[config.mk]
export PLATFORM = sky130hd
export DESIGN_NAME = repeat_vector_expander_core
export DESIGN_NICKNAME = d
export VERILOG_FILES = /design/src/design/rve_pkg.sv /design/src/design/rve_ram.sv /design/src/design/repeat_vector_expander_core.sv
export SDC_FILE = /design/constraint.sdc
export NUM_CORES = 2
export LEC_CHECK = 0
export ABC_AREA = 1
export BUFFER_PORTS_ARGS = -buffer_cell sky130_fd_sc_hd__buf_4
export CORE_AREA = 2 2 543 545
export DETAILED_ROUTE_END_ITERATION = 12
export DIE_AREA = 0 0 545 547
export PLACE_DENSITY = 0.46
export SYNTH_ARGS = -nofsm -noshare
export SYNTH_HDL_FRONTEND = slang
export SYNTH_SLANG_ARGS = --single-unit
[constraint.sdc]
create_clock -name aclk -period 38.4 [get_ports aclk]
set_input_delay 7.68 -clock aclk [delete_from_list [all_inputs] [get_ports aclk]]
set_output_delay 7.68 -clock aclk [all_outputs]
set_load 0.05 [all_outputs]
[src/design/rve_pkg.sv]
// Shared constants and helpers for the repeat vector expander.
package rve_pkg;

    localparam int PATTERN_BYTES = 256;
    localparam int LEN_W         = $clog2(PATTERN_BYTES + 1);
    localparam int PP_W          = (PATTERN_BYTES > 1) ? $clog2(PATTERN_BYTES) : 1;
    localparam int MUL_W         = LEN_W + 4;

    localparam int TOTAL_W = 25;
    localparam int COUNT_W = 30;
    localparam int SUM_W   = 30;

    localparam logic [COUNT_W-1:0] COUNT_CEILING = COUNT_W'(99999999);
    localparam logic [TOTAL_W-1:0] LIMIT_RESET   = TOTAL_W'(2 * 1024 * 1024);

    localparam int PREFIX_LEN = 9;

    localparam int PHASE_W = 3;
    localparam logic [PHASE_W-1:0] PH_PREFIX  = 3'd0;
    localparam logic [PHASE_W-1:0] PH_PATTERN = 3'd1;
    localparam logic [PHASE_W-1:0] PH_SEP     = 3'd2;
    localparam logic [PHASE_W-1:0] PH_COUNT   = 3'd3;
    localparam logic [PHASE_W-1:0] PH_SKIP    = 3'd4;
    localparam logic [PHASE_W-1:0] PH_IDLE    = 3'd5;
    localparam logic [PHASE_W-1:0] PH_EMIT    = 3'd6;

    localparam logic KIND_STATUS = 1'b0;
    localparam logic KIND_DATA   = 1'b1;

    localparam logic [1:0] ST_OK        = 2'd0;
    localparam logic [1:0] ST_MALFORMED = 2'd1;
    localparam logic [1:0] ST_OVER      = 2'd2;
    localparam logic [1:0] ST_NOTHING   = 2'd3;

    localparam logic [7:0] CH_0     = 8'h30;
    localparam logic [7:0] CH_9     = 8'h39;
    localparam logic [7:0] CH_LC_A  = 8'h61;
    localparam logic [7:0] CH_LC_F  = 8'h66;
    localparam logic [7:0] CH_UC_A  = 8'h41;
    localparam logic [7:0] CH_UC_F  = 8'h46;

    typedef logic [3:0] nibble_t;

    // Expected character of the vector prefix at a given position.
    function automatic logic [7:0] prefix_char(input logic [3:0] pos);
        logic [7:0] ch;
        unique case (pos)
            4'd0:    ch = 8'h24;  // $
            4'd1:    ch = 8'h54;  // T
            4'd2:    ch = 8'h45;  // E
            4'd3:    ch = 8'h53;  // S
            4'd4:    ch = 8'h54;  // T
            4'd5:    ch = 8'h56;  // V
            4'd6:    ch = 8'h45;  // E
            4'd7:    ch = 8'h43;  // C
            4'd8:    ch = 8'h5B;  // [
            default: ch = 8'h00;
        endcase
        return ch;
    endfunction

endpackage

[src/design/rve_ram.sv]
// Generic single-port-write RAM with registered read.
module rve_ram #(
    parameter int WIDTH = 8,
    parameter int DEPTH = 256
) (
    input  logic                                        aclk,
    input  logic                                        we,
    input  logic [((DEPTH > 1) ? $clog2(DEPTH) : 1)-1:0] waddr,
    input  logic [WIDTH-1:0]                            wdata,
    input  logic [((DEPTH > 1) ? $clog2(DEPTH) : 1)-1:0] raddr,
    output logic [WIDTH-1:0]                            rdata
);

    logic [WIDTH-1:0] mem_reg [DEPTH];
    logic [WIDTH-1:0] rdata_reg;

    always_ff @(posedge aclk) begin
        if (we) begin
            mem_reg[waddr] <= wdata;
        end
        rdata_reg <= mem_reg[raddr];
    end

    assign rdata = rdata_reg;

endmodule

[src/design/repeat_vector_expander_core.sv]
// Top level of the repeat vector expander: text parser, pattern store and replay.
//
// Input channel (s_*): each item is either one character of a repeat vector
// text (s_action = 0, s_text_last on the final character) or a pull request
// (s_action = 1). Result channel (m_*): a status item after the final
// character of a vector (ok with total length, malformed, over limit), a
// data item per pull while expanded bytes remain, or a "nothing to pull"
// status otherwise. Non-final characters produce no result.
// size_limit is written over the APB port; the user must do so only while the
// block is idle, which the block does not enforce. Each result is registered
// at the edge that accepts its item, with one item accepted every cycle while the
// result register is free; the parse step, the 9x4 count multiply-accumulate and
// the limit compare are combinational before that edge. The pattern memory read is
// prefetched at the next replay position so a pull finds its byte already registered.
// Reset returns the parser to the prefix phase and size_limit to 2 MiB; the
// pattern memory is not cleared and needs no clearing pass.
// When the receiver stalls, the result register holds its item and s_ready
// drops until it is taken; s_ready is high whenever the register is empty or
// being drained in the same cycle.
module repeat_vector_expander_core import rve_pkg::*; (
    input  logic               aclk,
    input  logic               aresetn,

    input  logic               s_valid,
    output logic               s_ready,
    input  logic               s_action,
    input  logic [7:0]         s_text_byte,
    input  logic               s_text_last,

    output logic               m_valid,
    input  logic               m_ready,
    output logic               m_kind,
    output logic [1:0]         m_status,
    output logic [TOTAL_W-1:0] m_total_length,
    output logic [7:0]         m_data_byte,
    output logic               m_data_last,

    input  logic               psel,
    input  logic               penable,
    input  logic               pwrite,
    input  logic [1:0]         paddr,
    input  logic [31:0]        pwdata,
    output logic [31:0]        prdata,
    output logic               pready
);

    // State
    logic [PHASE_W-1:0] phase_reg, phase_next;
    logic [3:0]         prefix_pos_reg, prefix_pos_next;
    logic [LEN_W-1:0]   pat_len_reg, pat_len_next;
    logic               pend_valid_reg, pend_valid_next;
    nibble_t            pend_nib_reg, pend_nib_next;
    logic [COUNT_W-1:0] count_reg, count_next;
    logic [TOTAL_W-1:0] prod_reg, prod_next;
    logic               prod_big_reg, prod_big_next;
    logic               bad_reg, bad_next;
    logic [TOTAL_W-1:0] total_reg, total_next;
    logic [TOTAL_W-1:0] emit_pos_reg, emit_pos_next;
    logic [PP_W-1:0]    pat_pos_reg, pat_pos_next;
    logic [TOTAL_W-1:0] limit_reg;

    logic               m_valid_reg, m_valid_next;
    logic               m_kind_reg, m_kind_next;
    logic [1:0]         m_status_reg, m_status_next;
    logic [TOTAL_W-1:0] m_total_length_reg, m_total_length_next;
    logic [7:0]         m_data_byte_reg, m_data_byte_next;
    logic               m_data_last_reg, m_data_last_next;

    // Effective state after an implied restart
    logic               restart;
    logic [PHASE_W-1:0] ph0;
    logic [3:0]         pp0;
    logic [LEN_W-1:0]   len0;
    logic               pv0;
    nibble_t            pn0;
    logic [COUNT_W-1:0] cnt0;
    logic [TOTAL_W-1:0] prod0;
    logic               big0;
    logic               bad0;
    logic               full0;

    // Character decode
    logic               accept;
    logic [7:0]         ch;
    logic               is_digit;
    logic               is_hex;
    nibble_t            hex_v;
    nibble_t            mul_op;
    logic [MUL_W-1:0]   mul;
    logic [SUM_W-1:0]   sum;

    // Step results
    logic [PHASE_W-1:0] n_ph;
    logic [3:0]         n_pp;
    logic [LEN_W-1:0]   n_len;
    logic               n_pv;
    nibble_t            n_pn;
    logic [COUNT_W-1:0] n_cnt;
    logic [TOTAL_W-1:0] n_prod;
    logic               n_big;
    logic               n_bad;
    logic               cs_run;
    logic [PHASE_W-1:0] cs_ph;

    // End-of-vector results
    logic               f_bad;
    logic               f_pv;
    nibble_t            f_pn;
    logic [COUNT_W-1:0] f_cnt;
    logic [TOTAL_W-1:0] f_prod;
    logic               f_big;
    logic [1:0]         f_status;

    // Replay
    logic               emitting;
    logic [LEN_W-1:0]   pp_plus;
    logic [TOTAL_W-1:0] ep_plus;
    logic               emit_last;
    logic [7:0]         ram_rdata;
    logic               ram_we;

    assign accept  = s_valid && s_ready;
    assign s_ready = !m_valid_reg || m_ready;
    assign ch      = s_text_byte;

    assign restart = (phase_reg == PH_IDLE) || (phase_reg == PH_EMIT);
    assign ph0     = restart ? PH_PREFIX : phase_reg;
    assign pp0     = restart ? 4'd0 : prefix_pos_reg;
    assign len0    = restart ? '0 : pat_len_reg;
    assign pv0     = restart ? 1'b0 : pend_valid_reg;
    assign pn0     = restart ? '0 : pend_nib_reg;
    assign cnt0    = restart ? '0 : count_reg;
    assign prod0   = restart ? '0 : prod_reg;
    assign big0    = restart ? 1'b0 : prod_big_reg;
    assign bad0    = restart ? 1'b0 : bad_reg;
    assign full0   = len0 >= LEN_W'(PATTERN_BYTES);

    always_comb begin
        is_digit = (ch >= CH_0) && (ch <= CH_9);
        is_hex   = 1'b1;
        hex_v    = ch[3:0];
        if (is_digit) begin
            hex_v = ch[3:0];
        end else if ((ch >= CH_LC_A) && (ch <= CH_LC_F)) begin
            hex_v = 4'(ch - CH_LC_A + 8'd10);
        end else if ((ch >= CH_UC_A) && (ch <= CH_UC_F)) begin
            hex_v = 4'(ch - CH_UC_A + 8'd10);
        end else begin
            is_hex = 1'b0;
        end
    end

    // One shared length-by-digit multiply: a flushed nibble or a count digit.
    assign mul_op = ((ph0 == PH_PATTERN) && !full0) ? (pv0 ? pn0 : hex_v) : ch[3:0];
    assign mul    = MUL_W'(len0) * MUL_W'(mul_op);
    assign sum    = SUM_W'({prod0, 3'b0}) + SUM_W'({prod0, 1'b0}) + SUM_W'(mul);

    always_comb begin
        n_ph   = ph0;
        n_pp   = pp0;
        n_len  = len0;
        n_pv   = pv0;
        n_pn   = pn0;
        n_cnt  = cnt0;
        n_prod = prod0;
        n_big  = big0;
        n_bad  = bad0;
        cs_run = 1'b0;
        cs_ph  = ph0;

        unique case (ph0)
            PH_PREFIX: begin
                if ((pp0 < 4'(PREFIX_LEN)) && (ch == prefix_char(pp0))) begin
                    n_pp = pp0 + 4'd1;
                    if ((n_pp == 4'(PREFIX_LEN)) && !s_text_last) begin
                        n_ph = PH_PATTERN;
                    end
                end else begin
                    n_bad = 1'b1;
                    n_ph  = PH_SKIP;
                end
            end
            PH_PATTERN: begin
                if (full0) begin
                    cs_run = 1'b1;
                    cs_ph  = PH_SEP;
                end else if (!is_hex) begin
                    n_ph = PH_SEP;
                    n_pv = 1'b0;
                    n_pn = '0;
                    // pending decimal nibble starts the count, the separator ends it
                    if (pv0 && (pn0 < 4'd10)) begin
                        n_cnt  = COUNT_W'(pn0);
                        n_prod = TOTAL_W'(mul);
                        n_big  = 1'b0;
                        n_ph   = PH_SKIP;
                    end
                end else if (!pv0) begin
                    n_pv = 1'b1;
                    n_pn = hex_v;
                end else begin
                    n_len = len0 + LEN_W'(1);
                    n_pv  = 1'b0;
                    n_pn  = '0;
                    if (n_len >= LEN_W'(PATTERN_BYTES)) begin
                        n_ph = PH_SEP;
                    end
                end
            end
            PH_SEP, PH_COUNT: begin
                cs_run = 1'b1;
            end
            default: begin
            end
        endcase

        if (cs_run) begin
            if (cs_ph == PH_SEP) begin
                n_ph = PH_SEP;
                if (is_digit) begin
                    n_cnt  = COUNT_W'(ch[3:0]);
                    n_prod = TOTAL_W'(mul);
                    n_big  = 1'b0;
                    n_ph   = PH_COUNT;
                end
            end else if (!is_digit) begin
                n_ph = PH_SKIP;
            end else if (cnt0 > COUNT_CEILING) begin
                n_bad = 1'b1;
                n_ph  = PH_SKIP;
            end else begin
                n_cnt  = {cnt0[COUNT_W-4:0], 3'b0} + {cnt0[COUNT_W-2:0], 1'b0}
                       + COUNT_W'(ch[3:0]);
                n_big  = big0 || (sum[SUM_W-1:TOTAL_W] != '0);
                n_prod = sum[TOTAL_W-1:0];
            end
        end
    end

    // Close out a vector on its final character.
    always_comb begin
        f_bad  = n_bad || (n_ph == PH_PREFIX);
        f_pv   = n_pv;
        f_pn   = n_pn;
        f_cnt  = n_cnt;
        f_prod = n_prod;
        f_big  = n_big;
        if (n_ph == PH_PATTERN) begin
            f_pv = 1'b0;
            f_pn = '0;
            if (n_pv && (n_pn < 4'd10)) begin
                f_cnt  = COUNT_W'(n_pn);
                f_prod = TOTAL_W'(mul);
                f_big  = 1'b0;
            end
        end
        if (f_bad || (n_len == '0) || (f_cnt == '0)) begin
            f_status = ST_MALFORMED;
        end else if (f_big || (f_prod > limit_reg)) begin
            f_status = ST_OVER;
        end else begin
            f_status = ST_OK;
        end
    end

    assign emitting  = (phase_reg == PH_EMIT);
    assign pp_plus   = LEN_W'(pat_pos_reg) + LEN_W'(1);
    assign ep_plus   = emit_pos_reg + TOTAL_W'(1);
    assign emit_last = (ep_plus == total_reg);

    assign ram_we = accept && !s_action && (ph0 == PH_PATTERN) && !full0 && is_hex && pv0;

    always_comb begin
        phase_next      = phase_reg;
        prefix_pos_next = prefix_pos_reg;
        pat_len_next    = pat_len_reg;
        pend_valid_next = pend_valid_reg;
        pend_nib_next   = pend_nib_reg;
        count_next      = count_reg;
        prod_next       = prod_reg;
        prod_big_next   = prod_big_reg;
        bad_next        = bad_reg;
        total_next      = total_reg;
        emit_pos_next   = emit_pos_reg;
        pat_pos_next    = pat_pos_reg;

        m_valid_next        = m_ready ? 1'b0 : m_valid_reg;
        m_kind_next         = m_kind_reg;
        m_status_next       = m_status_reg;
        m_total_length_next = m_total_length_reg;
        m_data_byte_next    = m_data_byte_reg;
        m_data_last_next    = m_data_last_reg;

        if (accept && s_action) begin
            m_valid_next        = 1'b1;
            m_total_length_next = '0;
            if (emitting) begin
                m_kind_next      = KIND_DATA;
                m_status_next    = ST_OK;
                m_data_byte_next = ram_rdata;
                m_data_last_next = emit_last;
                emit_pos_next    = ep_plus;
                pat_pos_next     = (pp_plus >= pat_len_reg) ? '0 : PP_W'(pp_plus);
                if (emit_last) begin
                    phase_next = PH_IDLE;
                end
            end else begin
                m_kind_next      = KIND_STATUS;
                m_status_next    = ST_NOTHING;
                m_data_byte_next = '0;
                m_data_last_next = 1'b0;
            end
        end else if (accept) begin
            phase_next      = n_ph;
            prefix_pos_next = n_pp;
            pat_len_next    = n_len;
            pend_valid_next = n_pv;
            pend_nib_next   = n_pn;
            count_next      = n_cnt;
            prod_next       = n_prod;
            prod_big_next   = n_big;
            bad_next        = n_bad;
            total_next      = '0;
            emit_pos_next   = '0;
            pat_pos_next    = '0;
            if (s_text_last) begin
                pend_valid_next     = f_pv;
                pend_nib_next       = f_pn;
                count_next          = f_cnt;
                prod_next           = f_prod;
                prod_big_next       = f_big;
                bad_next            = f_bad;
                phase_next          = (f_status == ST_OK) ? PH_EMIT : PH_IDLE;
                total_next          = (f_status == ST_OK) ? f_prod : '0;
                m_valid_next        = 1'b1;
                m_kind_next         = KIND_STATUS;
                m_status_next       = f_status;
                m_total_length_next = (f_status == ST_OK) ? f_prod : '0;
                m_data_byte_next    = '0;
                m_data_last_next    = 1'b0;
            end
        end
    end

    always_ff @(posedge aclk) begin
        if (!aresetn) begin
            phase_reg      <= PH_PREFIX;
            prefix_pos_reg <= '0;
            pat_len_reg    <= '0;
            pend_valid_reg <= 1'b0;
            pend_nib_reg   <= '0;
            count_reg      <= '0;
            prod_reg       <= '0;
            prod_big_reg   <= 1'b0;
            bad_reg        <= 1'b0;
            total_reg      <= '0;
            emit_pos_reg   <= '0;
            pat_pos_reg    <= '0;
            limit_reg      <= LIMIT_RESET;
            m_valid_reg    <= 1'b0;
        end else begin
            phase_reg      <= phase_next;
            prefix_pos_reg <= prefix_pos_next;
            pat_len_reg    <= pat_len_next;
            pend_valid_reg <= pend_valid_next;
            pend_nib_reg   <= pend_nib_next;
            count_reg      <= count_next;
            prod_reg       <= prod_next;
            prod_big_reg   <= prod_big_next;
            bad_reg        <= bad_next;
            total_reg      <= total_next;
            emit_pos_reg   <= emit_pos_next;
            pat_pos_reg    <= pat_pos_next;
            m_valid_reg    <= m_valid_next;
            if (psel && penable && pwrite) begin
                limit_reg <= pwdata[TOTAL_W-1:0];
            end
        end
    end

    always_ff @(posedge aclk) begin
        m_kind_reg         <= m_kind_next;
        m_status_reg       <= m_status_next;
        m_total_length_reg <= m_total_length_next;
        m_data_byte_reg    <= m_data_byte_next;
        m_data_last_reg    <= m_data_last_next;
    end

    // Read address follows the next replay position so the byte is ready for the pull.
    rve_ram #(
        .WIDTH (8),
        .DEPTH (PATTERN_BYTES)
    ) u_pattern_ram (
        .aclk  (aclk),
        .we    (ram_we),
        .waddr (PP_W'(len0)),
        .wdata ({pn0, hex_v}),
        .raddr (pat_pos_next),
        .rdata (ram_rdata)
    );

    assign m_valid        = m_valid_reg;
    assign m_kind         = m_kind_reg;
    assign m_status       = m_status_reg;
    assign m_total_length = m_total_length_reg;
    assign m_data_byte    = m_data_byte_reg;
    assign m_data_last    = m_data_last_reg;

    assign prdata = (paddr == 2'd0) ? 32'(limit_reg) : 32'(limit_reg);
    assign pready = 1'b1;

endmodule

Word-level counts from Yosys, hierarchy flattened
Memory sizes are Yosys's and may differ from the RTL's. A register that Yosys moved wholly into a read port is not among the register bits.
Cells that the tools add are included.

word-level totals
  register bits = 199
  RAM bits = 2048
  ROM bits = 112
  input bits = 51
  output and inout bits = 72
  logic and storage cells = 236
  memories = 2

cells by class
  add/sub/neg operators = 12
  multiply operators = 1
  $lt $le $gt $ge = 14
  eq/ne operators = 12
  mux-type cells = 133
  bitwise operators = 1
  reduce and logical (&&, ||, !) cells = 42

memory list
  name                   depth  width  rd ports  clocked after memory_dff  wr ports  RTL line       source
  u_pattern_ram.mem_reg  256    8      1         1                         1         rve_ram.sv:14  logic [WIDTH-1:0] mem_reg [DEPTH];
  (name not given)       16     7      1         0                         0         rve_pkg.sv:47  unique case (pos)

operator list
  kind                     count
  $mux W25                 18
  $mux W30                 13
  $mux W8                  9
  $mux W4                  15
  $mux W3                  19
  $mux W1                  45
  $mux W9                  5
  $add A29 B13 Y30         1
  $add A30 B30 Y30         1
  $add A30 B4 Y30          1
  $gt A30 B27 Y1 const B   1
  $logic_not A30 Y1        1
  $add A28 B26 Y29         1
  $add A25 B1 Y25 const B  1
  $eq A25 B25 Y1           1
  $gt A25 B25 Y1           1
  $ge A9 B9 Y1 const B     2
  $logic_and A1 B1 Y1      17
  $ge A8 B7 Y1 const B     2
  $le A8 B7 Y1 const B     2
  $mux W2                  7
  $mul A9 B4 Y13           1
  $lt A4 B4 Y1 const B     3
  $add A8 B1 Y9 const B    1
  26 further kinds         47

Depth between registers and ports, before layout
  depth in word-level cells = 27
  gate-level depth with buffers = 57

Hierarchy
From an unflattened synthesis, not the netlist that was laid out.

unflattened totals
  cell total of the unflattened synthesis = 9907
  area, all modules = 101601.2 um2

modules (own cells, without submodules)
  module                       instances  cells an instance  area each (um2)  sequential area each (um2)
  rve_ram                      1          7003               83396.2          61659.1
  repeat_vector_expander_core  1          2904               18205.0          4103.9

Worst setup path after synthesis
Ideal clock, no wire load.

  path kind = input-to-reg
  start = in s_text_byte[0]
  end = reg total_reg[11]
  library setup time = 69 ps
  arrival = 21673 ps
  path slack = 16658 ps
  cell stages on the path = 52
  path buffers = 2
  cell sequence = inv_1 -> ha_1 -> nand3_1 -> nand2_1 -> o21ai_0 -> o211ai_1 -> xor2_1 -> nand2_1 -> o211ai_1 -> o21ai_0 -> inv_1 -> nand2_1 -> fa_1 -> inv_1 -> ha_1 -> nand2_1 -> o21ai_0 -> a21oi_1 -> (+16 left out) -> or2_2 -> nand3_1 -> nand2_1 -> o21ai_0 -> nand2_1 -> inv_1 -> ha_1 -> nand4_1 -> inv_1 -> a21oi_1 -> o311ai_0 -> a22oi_2 -> nand3_2 -> nor2_2 -> buf_6 -> buf_12 -> nand3_2 -> a21oi_2

on the way
  word-level cells in the longest chain between the ends = 25

ends and longest elaborated chain
  item                                                         RTL line                                                                                                    source
  start: declaration                                           repeat_vector_expander_core.sv:27                                                                           input logic [7:0] s_text_byte,
  $sub A4 B1 Y4 (tied with other cells)                        repeat_vector_expander_core.sv:145, repeat_vector_expander_core.sv:147
  $add A4 B4 Y4 / $logic_and A1 B1 Y1 (equally long branches)  repeat_vector_expander_core.sv:145, repeat_vector_expander_core.sv:147, repeat_vector_expander_core.sv:146
  $mux W4                                                      repeat_vector_expander_core.sv:146                                                                          end else if ((ch >= CH_UC_A) && (ch <= CH_UC_F)) begin
  $mux W4                                                      repeat_vector_expander_core.sv:144                                                                          end else if ((ch >= CH_LC_A) && (ch <= CH_LC_F)) begin
  $mux W4 *                                                    repeat_vector_expander_core.sv:142                                                                          if (is_digit) begin
  net hex_v[0]                                                 repeat_vector_expander_core.sv:87                                                                           nibble_t hex_v;
  branches (longest 18 deep; another with $add A29 B13 Y30)    n/a
  $mux W25 *                                                   repeat_vector_expander_core.sv:334                                                                          total_next = (f_status == ST_OK) ? f_prod : '0;
  $mux W25 *                                                   repeat_vector_expander_core.sv:326                                                                          if (s_text_last) begin
  end signal: assignment                                       repeat_vector_expander_core.sv:371                                                                          total_reg <= total_next;
  end: declaration                                             repeat_vector_expander_core.sv:57                                                                           logic [TOTAL_W-1:0] total_reg, total_next;

Mark *: on every way through the listed nets, which the timed path passes.
A chain may end at the register's enable or synchronous reset.

Worst setup path after layout
  start = in s_text_byte[0]
  end = reg total_reg[21]

on the way
  word-level cells in the longest chain between the ends = 25

ends and longest elaborated chain
  item                                                       RTL line
  branches (longest 23 deep; another with $add A29 B13 Y30)  n/a
  $mux W25 *                                                 repeat_vector_expander_core.sv:334
  $mux W25 *                                                 repeat_vector_expander_core.sv:326

Every way passes the cells marked *.

==> summary.txt <==
Run status
  • Status: complete, no violations

Timing
  • Endpoints failing setup: 0
  • Worst-margin pin slew: between 1 and 1.5 ns
  • WHS: 0.454 ns
  • Min cycle time layout: 17.38 ns
  • Fin crit share: 45.3%
  • Final Hold Violating Endpoints: 0
  • RSZ-0062 raised after global routing: false
  • Highest clock rate: 57.5 MHz
  • Clock Skews: between 0.1 and 0.15 ns
  • Slew headroom: 15.8%
  • Fin. max-slew vios: 0
  • Setup TNS Final: 0 ns

Die
  • Chip height: 547 um
  • Die Wd: 545 um
  • Core footprint: ~290000 um2
  • I/O Pins: roughly 120
  • Die ar.: 298000 um2
  • Effective utilization at floorplan: 34.9%
  • Core Rows: 199

Cells and area
  • Area Overhead vs Synth: 12.2%
  • Final std cells w/o fill: 13100
  • Fillers: ~28000
  • Register Area: ~66000 um2
  • Final-stage net count: 9193
  • Area occupied by multi-input gates: 32200 um2
  • Layout cells sized above 1: 15.9%
  • Max reg flops: a little over 2000

Power
  • Combinational power share: 2.6%
  • Flop pwr share: 51.7%
  • PD cells: 45.1 nW/um2
  • Tot Pwr: approximately 0.0052 W
  • P_leak: 40.9 nW
  • Clock power share: 45.7%
  • Switching pwr: 0.00110 W
  • Max VDD drop: a little over 0.04 mV
  • Internal Power: 0.00407 W
  • Switching Share: around a fifth

Setup path
  • Critical Path Stages: 48
  • Critical Path Fanout Max: 29
  • WS Path Type: input pin to flip-flop
  • Crit path arrival time: 18.19 ns
  • CP top delay family: compound AO/OA/AOI/OAI gates
  • CP most frequent cell: o21ai_0
  • CP Buf/Inv Count: 8
  • FF-to-FF path depth: 48
  • Worst endpoint required time: 39.21 ns
  • Startpoint types: input pin
  • Max stage delay on crit path: 0.81 ns
  • Slowest CP cell: o21ai_0
  • Crit end category: flip-flop

Logic synthesis
  • Async SR Flop Fraction: 0%
  • Post-synthesis sequential area ratio: 64.5%
  • Most numerous cell in the Yosys netlist: edfxtp_1
  • Largest cells by area after synthesis: edfxtp_1 61%, o211ai_1 6.3%, nand3_1 5.7%
  • Ys Warns: 0
  • Synth unique cells: 61
  • Netlist Area Pre-Place: about 100000 um2
  • Yosys reg bits: 2255
  • Synth top cells by count: 2060 x edfxtp_1, 1195 x nand2_1, 1158 x nand3_1
  • Post-synth EDFFs: 2060
  • Cells after synthesis: ~9100
  • Top cell type's share of synthesized area: 60.6%
  • Post-synth top area cell: edfxtp_1
  • Syn avg cell area: 11.2 um2
  • Top FF cell, synth: edfxtp_1

Flow run
  • Max Cap Violations: 0

Global routing
  • All-Layer GR Usage: 20.3%
  • Global-route wire length before repair: 454000 um
  • Vias in the first global route: 67700
  • Overflow after GRT: 0
  • Largest net degree at the start of global routing: 190
  • Initial antenna violation count: 12

Clock tree
  • Post-CTS Setup Bufs: 0
  • Worst-skew pair later-pin latency: 0.94 ns
  • Root Buffer: clkbuf_16
  • Count of clock tree sinks: roughly 2300
  • Cts bufs inserted: between 200 and 250
  • CTS Buffer Depth: 4
  • Clk pin slew, worst setup/hold paths: around 0.06 ns
  • H-tree Lvls: 4
  • Cts repair resizes: 0
  • TritonCTS clock tree: built
  • Post-CTS Hold Fix Bufs: 0

Detailed routing
  • Final ANT Viol Nets: 0
  • Via/cell ratio: approximately 5.3
  • Via count: 68700
  • 1st-iter DRT viols: 5731
  • # DRC: 0
  • Detailed Routing Iterations Pass 1: 6
  • Final wirelength: 309000 um
  • Avg WL per Cell: between 20 and 25 um

Placement
  • RePlAce Congestion: 0.843
  • Post-DP HPWL: approximately 180000 um
  • Cell count after placement: around 13000
  • PortBufs: 105

Hold path
  • Tightest Hold Check Type: flip-flop to flip-flop
  • Hold path cells: 2
worst register-to-register path: cells and delay by family (launching register included):
kind,cells,cell delay [ns]
simple gates,14,2.72
buf+inv,8,1.06
flops,1,0.52
xor+xnor,1,0.44
fa+ha+maj,6,2.45
compound gates,19,3.81
logic make-up after synthesis:
group	synth area share [%]
AOI/OAI and AO/OA	10.0
xor gates and xnor gates	0.601
adders and majority gates	2.48
buffers and inverters	4.24
DFF	64.5
other	0.00736
and+or+nand+nor	18.2
layout by cell type (no fill, tap or decap), types with 9 or more instances in the layout:
cell type	instances
edfxtp_1	2060
nand2_1	1177
nand3_1	1158
o211ai_1	857
or2_2	788
nor2_1	575
inv_1	499
a21oi_1	316
o21ai_0	298
clkbuf_16	254
dfxtp_1	195
buf_4	194
ha_1	159
clkinv_1	55
nand4_1	54
clkbuf_1	48
xor2_1	46
clkinv_2	39
nor3_1	34
fa_1	27
xnor2_1	23
bufinv_16	23
nand2_2	19
inv_2	14
nand3_2	14
o21ai_1	14
nor2_2	12
buf_12	12
nor2_4	11
a21oi_2	11
o22ai_1	11
a31oi_1	10
nor4_1	10
clkinvlp_4	9
clkbuf_8	9
metal layers:
layer  GRT usage [%]  vias up  wire, um
met4            4.61        2      6550
met3            2.30      356     14300
met5               0        -        13
met1            27.9    34300    138000
li1                -    32400         -
met2            34.1     1660    150000
power groups by stage:
| stage | logic (W) | clock network (W) | registers, W |
|---|---|---|---|
| after floorplan | 0.0000664 | 0 | 0.00273 |
| final | 0.000133 | 0.00236 | 0.00267 |
| after global routing | 0.000144 | 0.00250 | 0.00267 |
| after CTS | 0.000134 | 0.00241 | 0.00267 |
| after detailed placement | 0.000134 | 0 | 0.00272 |
| after global placement | 0.000132 | 0 | 0.00272 |
per-stage QoR:
stage / instance area (um2) / setup slack (ns) / utilization (%)
2_1_floorplan: 102000 / 16.66 / -
3_3_place_gp: 107000 / 20.10 / 36.4
3_5_place_dp: 107000 / 20.17 / 36.4
4_1_cts: 115000 / 21.10 / 39.1
5_1_grt: 115000 / 20.28 / 39.1
6_report: 115000 / 21.02 / 39.1
final cells by class:
type / instances / area share, %
Clock buffer: 312 / 5.82
Timing Repair Buffer: 206 / 1.48
Inverter: 523 / 1.75
Antenna cell: 1 / 0.00219
Sequential cell: 2255 / 57.4
Multi-Input combinational cell: 5722 / 28.1
Tap cell: 3919 / 4.28
Clock inverter: 135 / 1.13
worst paths after layout:
kind / slack [ns] / from / endpoint
max: 21.02 / s_text_byte[0] / total_reg[21]$_SDFFE_PN0P_
min: 0.45 / m_total_length[0]$_SDFFE_PP0P_ / m_total_length[0]$_SDFFE_PP0P_
max reg2reg: 27.43 / phase_reg[2]$_SDFFE_PN0P_ / total_reg[21]$_SDFFE_PN0P_
min reg2reg: 0.45 / m_total_length[0]$_SDFFE_PP0P_ / m_total_length[0]$_SDFFE_PP0P_
No activity file was read; power rests on OpenSTA's default activity.
